--- src/rtl/core/mlfr_pkg.sv ---
`timescale 1ns / 1ps
// Shared types, constants and arithmetic helpers for the MUSCL face
// reconstruction pipeline. No dependencies.
package mlfr_pkg;

    // Fixed-point format and epsilon
    localparam int FRAC_BITS = 16;
    localparam int EPS_LSB   = 1;

    // Magnitude width of limiter numerators and divisors
    localparam int MW      = 64 - FRAC_BITS;
    localparam int DW      = MW + 1;          // signed divider operand width
    localparam int NW      = MW + FRAC_BITS;  // scaled dividend width
    localparam int QB      = 33;              // quotient bits kept (32 + overflow)
    localparam int DIV_LAT = QB + 3;          // pipeline registers per divider
    localparam int CW      = 70;              // width used before clipping
    localparam int NSTG    = 12;              // stage registers outside dividers

    localparam logic signed [DW-1:0] ONE_W = DW'(64'd1 << FRAC_BITS);
    localparam logic signed [DW-1:0] EPS_W = DW'(EPS_LSB);
    localparam logic signed [CW-1:0] EPS_C = CW'(EPS_LSB);
    localparam logic signed [CW-1:0] CLIP_HI = {{(CW-31){1'b0}}, {31{1'b1}}};
    localparam logic signed [CW-1:0] CLIP_LO = {{(CW-31){1'b1}}, {31{1'b0}}};

    // Limiter codes
    typedef enum logic [2:0] {
        LIM_FIRST    = 3'd0,
        LIM_KOREN    = 3'd1,
        LIM_ALBADA   = 3'd2,
        LIM_SUPERBEE = 3'd3,
        LIM_MINMOD   = 3'd4,
        LIM_VANLEER  = 3'd5,
        LIM_CUSTOM   = 3'd6
    } lim_e;

    typedef struct packed {
        logic signed [31:0] v;
        logic               s;
    } clip_t;

    // Limiter setup: either a quotient to form or a direct value
    typedef struct packed {
        logic signed [DW-1:0] num;
        logic signed [DW-1:0] den;
        logic signed [31:0]   pd;
        logic                 pdiv;
    } pre_t;

    // One divider stage
    typedef struct packed {
        logic [NW-1:0] nf;
        logic [MW-1:0] b;
        logic [MW-1:0] rem;
        logic [QB-1:0] q;
        logic          ovf;
        logic          neg;
        logic          nneg;
        logic          nz;
        logic          dz;
    } div_st_t;

    // Per-item context carried down the pipeline
    typedef struct packed {
        logic signed [31:0]   l;
        logic signed [31:0]   r;
        logic signed [32:0]   dl;
        logic signed [32:0]   dr;
        logic signed [32:0]   drr;
        logic                 bnd;
        logic signed [31:0]   rl;
        logic signed [31:0]   rrt;
        logic signed [31:0]   rinv;
        logic signed [31:0]   phi_l;
        logic signed [31:0]   phi_r;
        logic signed [31:0]   rp;
        logic signed [31:0]   left;
        logic signed [31:0]   right;
        logic                 sat_l;
        logic                 sat_r;
        logic [63:0]          sqp;
        logic [64:0]          prod;
        logic signed [DW-1:0] num;
        logic signed [DW-1:0] den;
        logic signed [31:0]   pd;
        logic                 pdiv;
    } ctx_t;

    // Result beat
    typedef struct packed {
        logic signed [31:0] left;
        logic signed [31:0] right;
        logic               sat;
    } res_t;

    function automatic clip_t clip32(input logic signed [CW-1:0] x);
        clip_t c;
        if (x > CLIP_HI) begin
            c.v = 32'sh7fffffff;
            c.s = 1'b1;
        end else if (x < CLIP_LO) begin
            c.v = 32'sh80000000;
            c.s = 1'b1;
        end else begin
            c.v = x[31:0];
            c.s = 1'b0;
        end
        return c;
    endfunction

    function automatic logic [31:0] mag32(input logic signed [31:0] x);
        return x[31] ? 32'(-x) : 32'(x);
    endfunction

    function automatic logic [32:0] mag33(input logic signed [32:0] x);
        return x[32] ? 33'(-x) : 33'(x);
    endfunction

    function automatic logic [63:0] umul32(input logic [31:0] a, input logic [31:0] b);
        logic [63:0] p;
        p = {32'd0, a} * {32'd0, b};
        return p;
    endfunction

    function automatic logic [64:0] umul33(input logic [31:0] a, input logic [32:0] b);
        logic [64:0] p;
        p = {33'd0, a} * {32'd0, b};
        return p;
    endfunction

    // Signed value from a magnitude and a sign
    function automatic logic signed [CW-1:0] apply_sign(input logic [64:0] m,
                                                        input logic neg);
        logic signed [CW-1:0] t;
        t = $signed({{(CW-65){1'b0}}, m});
        return neg ? -t : t;
    endfunction

    // Limiter front end: quotient operands or a direct value
    function automatic pre_t phi_pre(input lim_e sel, input logic signed [31:0] r,
                                     input logic [MW-1:0] sq);
        pre_t                 p;
        logic signed [DW-1:0] rw;
        logic signed [DW-1:0] sw;
        logic signed [DW-1:0] a;
        logic signed [DW-1:0] b;
        logic signed [DW-1:0] m;
        rw = DW'(r);
        sw = $signed({1'b0, sq});
        p.num  = '0;
        p.den  = '0;
        p.pd   = '0;
        p.pdiv = 1'b0;
        a = '0;
        b = '0;
        m = '0;
        unique case (sel)
            LIM_KOREN: begin
                if (!r[31]) begin
                    p.num  = 2 * sw + rw;
                    p.den  = 2 * sw - rw + 2 * ONE_W;
                    p.pdiv = 1'b1;
                end
            end
            LIM_ALBADA: begin
                p.num  = sw + rw;
                p.den  = sw + ONE_W;
                p.pdiv = 1'b1;
            end
            LIM_SUPERBEE: begin
                a = (2 * rw < ONE_W) ? 2 * rw : ONE_W;
                b = (rw < 2 * ONE_W) ? rw : 2 * ONE_W;
                m = (a > b) ? a : b;
                p.pd = (m > 0) ? m[31:0] : 32'sd0;
            end
            LIM_MINMOD: begin
                if (rw <= 0) p.pd = 32'sd0;
                else if (rw > ONE_W) p.pd = ONE_W[31:0];
                else p.pd = r;
            end
            LIM_VANLEER: begin
                if (!r[31]) begin
                    p.num  = 2 * rw;
                    p.den  = ONE_W + rw;
                    p.pdiv = 1'b1;
                end
            end
            LIM_CUSTOM: begin
                if (!r[31]) begin
                    if (rw < ONE_W) begin
                        p.pd = r;
                    end else begin
                        p.num  = 2 * sw;
                        p.den  = sw + ONE_W;
                        p.pdiv = 1'b1;
                    end
                end
            end
            default: begin
                p.pd = 32'sd0;
            end
        endcase
        return p;
    endfunction

endpackage

--- src/rtl/core/mlfr_skid.sv ---
`timescale 1ns / 1ps
// Output register plus skid stage; stalls the pipeline only when both are full.
// Uses mlfr_pkg.
module mlfr_skid (
    input  logic           aclk,
    input  logic           aresetn,
    input  logic           p_valid,
    input  mlfr_pkg::res_t p_data,
    output logic           en,
    input  logic           m_tready,
    output logic           m_tvalid,
    output mlfr_pkg::res_t m_res
);
    import mlfr_pkg::*;

    res_t out_reg, skid_reg;
    logic out_vld_reg, skid_vld_reg;
    logic take;

    assign take = out_vld_reg & m_tready;
    assign en   = ~skid_vld_reg;

    always_ff @(posedge aclk) begin
        if (!aresetn) begin
            out_vld_reg  <= 1'b0;
            skid_vld_reg <= 1'b0;
        end else if (skid_vld_reg) begin
            // drain skid beat into the output register
            if (take) begin
                out_reg      <= skid_reg;
                skid_vld_reg <= 1'b0;
            end
        end else if (p_valid) begin
            if (!out_vld_reg || take) begin
                out_reg     <= p_data;
                out_vld_reg <= 1'b1;
            end else begin
                skid_reg     <= p_data;
                skid_vld_reg <= 1'b1;
            end
        end else if (take) begin
            out_vld_reg <= 1'b0;
        end
    end

    assign m_tvalid = out_vld_reg;
    assign m_res    = out_reg;

endmodule
--- config.mk ---
export PLATFORM = sky130hd
export DESIGN_NAME = mlfr_skid
export DESIGN_NICKNAME = d
export VERILOG_FILES = /design/src/rtl/core/mlfr_pkg.sv /design/src/rtl/core/mlfr_skid.sv
export SDC_FILE = /design/constraint.sdc
export NUM_CORES = 1
export LEC_CHECK = 0
export BUFFER_PORTS_ARGS = -buffer_cell sky130_fd_sc_hd__buf_2
export CAP_MARGIN = 40
export CORE_ASPECT_RATIO = 1.5
export CORE_UTILIZATION = 55
export CTS_CLUSTER_DIAMETER = 40
export DETAILED_ROUTE_END_ITERATION = 7
export PLACE_DENSITY = 0.89
export RECOVER_POWER = 50
export REMOVE_ABC_BUFFERS = 1
export SLEW_MARGIN = 20
export SYNTH_ARGS = -nofsm -noshare
export SYNTH_HDL_FRONTEND = slang
export SYNTH_SLANG_ARGS = --single-unit
--- constraint.sdc ---
create_clock -name aclk -period 13.6 [get_ports aclk]
set_clock_uncertainty 0.15 [all_clocks]
set_input_delay 0 -clock aclk [delete_from_list [all_inputs] [get_ports aclk]]
set_output_delay 0 -clock aclk [all_outputs]
set_load 0.03 [all_outputs]
==> impl_results.md <==
- WP data arrival: 4380 ps
- Crit Path Max Fanout: 49
- Clock sinks: approximately 130
- Non-filler instance count after layout: roughly 560
- Post-layout nets: approximately 500
- N_diodes: 0
- Period utilization: between 30% and 40%
- Worst Max-Slew Pin Slew: roughly 2600 ps
- Num ports: 136
- Synthesized area: slightly below 5000 µm²
- Min-delay worst type: in -> reg
- Number of global-route vias before repair: a little over 3000
- Primary FF master, synth: edfxtp_1
- Gr ovfl total: 0
- Peak supply drop: roughly 0.11 mV
- Setup Viol. Count Final: 0
- Detailed Place HPWL: between 5000 and 6000 µm
- Mux cell area share after synthesis: about 15%
- Post-Syn Area per Cell: 22.4 µm²
- Placed cells: approximately 450
- Top-count cell post-synth: edfxtp_1
- Drt first-iter violations: 105
- Max Cap Viol: 1
- Adder-Cell Fraction of Synth Area: 0%
- Vert. Die Dim: 117 µm
- Share of cells above drive strength 1: 24.1%
- Synth top cells by count: edfxtp_1, mux2_2, clkbuf_8
- Num CTS Buffers: 17
- Hold-fix buffers, CTS: slightly below 70
- H-tree Lvls: 4
- Mapped Cells: 217
- DR vias/cell: 5.13
- CTS Root Cell: clkbuf_16
- Post-CTS Resized: 0
- Simple-gate share of the synthesized area: less than 1%
- Reg2Reg Setup Slack: 9370 ps
- Xor and xnor area share after synthesis: 0%
- Die Area: between 9000 and 10000 µm²
- CTS tree: done
- Initial Util: a little under three fifths
- CP required: ~14000 ps
- CP endpoint kind: flip-flop
- Post-CTS setup repair buffer count: 0
- Post-synth EDFFs: 130
- Async set-reset flop share out of synthesis: 0%
- Initial antenna violation count: 0
- Cell taking the most area after synthesis: edfxtp_1
- Fmax achieved: roughly 240 MHz
- Status: complete, but fails checks
- First-pass GRT wire length: between 15000 and 20000 µm
- RSZ-0062 raised after global routing: false
- Hold Vio Cnt, Final: 0
- DRC errors left: 0
- Violated checks: capacitance limit, slew limit
- Worst slew margin: -74.9%
- CTS max path bufs: 2
- YS warnings: 0
- Leakage: approximately 2.2 nW
- Max-slew violation total from the final report: 50
- Routed len/inst: between 15 and 20 µm
- Fill cell count: between 500 and 600
- Core Box Area: 8460 µm²
- Sequential cell area fraction in the yosys report: about 81%
- WL final: 10400 µm
- Num rows: approximately 40
- Area growth syn-to-layout: 37.5%
- Dominant cells by area after synthesis: edfxtp_1, mux2_2, clkbuf_8, dfxtp_1, buf_6
- Final ANT Viol Nets: 0
- Netlist cell types: 16
- Buffers on Ports: ~140
- FF+latch count, synth: between 100 and 150
- DR vias: 2851
- Worst setup SP type: flip-flop
- Fin crit period: approximately 4200 ps
- Die width: just under 80 µm
- Largest net degree at the start of global routing: between 70 and 80
- Largest family of logic cells by synthesized area: multiplexers
- Area share of the largest cell type after synthesis: between 80 and 90%
- Crit Path Category: reg -> reg
- Pwr per Cell Area: between 100 and 150 nW/µm²
- RD Place Congestion: between 0.7 and 0.8
- Clock latency at the later pin of the worst-skew pair: around 400 ps
- Total track usage: a little under a quarter
- Initial DRT Pass Iterations: 5
- Compound-Gate Fraction of Synth Area: less than 1%
- Clock Pin Slew Worst Setup and Hold Paths: 60 ps
- Setup TNS: 0 ps
## routing by layer
metal | share of wire (%) | vias up | track usage, %
met5 | 0 | - | 0
met4 | 3.2 | 0 | 16.0
met3 | 4.8 | 26 | 7.05
met2 | 57 | 111 | 42.0
met1 | 35 | 1409 | 24.2
li1 | - | 1305 | -
## cell families after synthesis
family / count (synthesis)
AO/OA/AOI/OAI: 3
buffers and inverters: 10
flip-flops: 132
multiplexers: 66
AND/OR/NAND/NOR: 6
## stage by stage
| stage | setup slack [ps] | hold WS [ps] | power [mW] | util, % | instance area [µm²] |
|---|---|---|---|---|---|
| after CTS | 10930 | 148 | 0.967 | 80.5 | 6810 |
| after floorplan | 6400 | -51.9 | 0.530 | - | 4750 |
| after global placement | 11040 | 44.3 | 0.555 | 66.1 | 5600 |
| final | 9370 | 162 | 0.967 | 78.9 | 6680 |
| after detailed placement | 10940 | 42.6 | 0.558 | 66.1 | 5600 |
| after global routing | 9090 | 149 | 0.995 | 78.9 | 6680 |
## final timing paths
check	from	end	cells past startpoint
min reg2reg	skid_reg[52]	m_res[52]	1
min	p_data[61]	skid_reg[61]	2
max reg2reg	skid_vld_reg	m_tvalid	4
max	skid_vld_reg	m_tvalid	4
## report_power, final
part	switching (mW)	internal, mW	total (mW)	leakage (nW)
registers	0.00651	0.467	0.473	1.21
logic	0.0518	0.0399	0.0917	0.775
clock network	0.158	0.244	0.402	0.251
## worst max-delay path, cell delays in order (launching register included)
cell	delay (ps)
dfxtp_1	960
clkbuf_1	1930
nand3b_1	340
o21ai_0	130
dlygate4sd3_1	590
## layout make-up
cell class / instances / area [µm²] / share of cell area, %
clock buffer: 17 / 425 / 6.37
clock inverter: 14 / 96.3 / 1.44
inverter: 2 / 7.51 / 0.112
multi-input combinational: 75 / 807 / 12.1
sequential: 132 / 3940 / 59.1
tap: 107 / 134 / 2.00
timing repair buffer: 209 / 1260 / 18.9
## cells in the final DEF, fill, tap and decap left out
cell type	Yosys	routed
edfxtp_1	130	130
clkbuf_1	0	123
dlygate4sd3_1	0	69
mux2_2	65	65
clkbuf_16	0	17
buf_2	0	12
clkinv_1	0	5
clkinv_2	0	5
clkinvlp_4	0	3
inv_1	2	2
nor2b_1	2	2
dfxtp_1	2	2
buf_4	0	2
mux2i_1	1	1
nor3_1	1	1
nand3b_1	1	1
nor3b_4	0	1
nand2_1	1	1
o21ai_0	1	1
a21oi_1	1	1
a211oi_1	1	1
bufinv_16	0	1
buf_1	0	1
clkbuf_2	0	1
buf_16	0	1
Note: power is estimated with default switching activity, not from simulation.
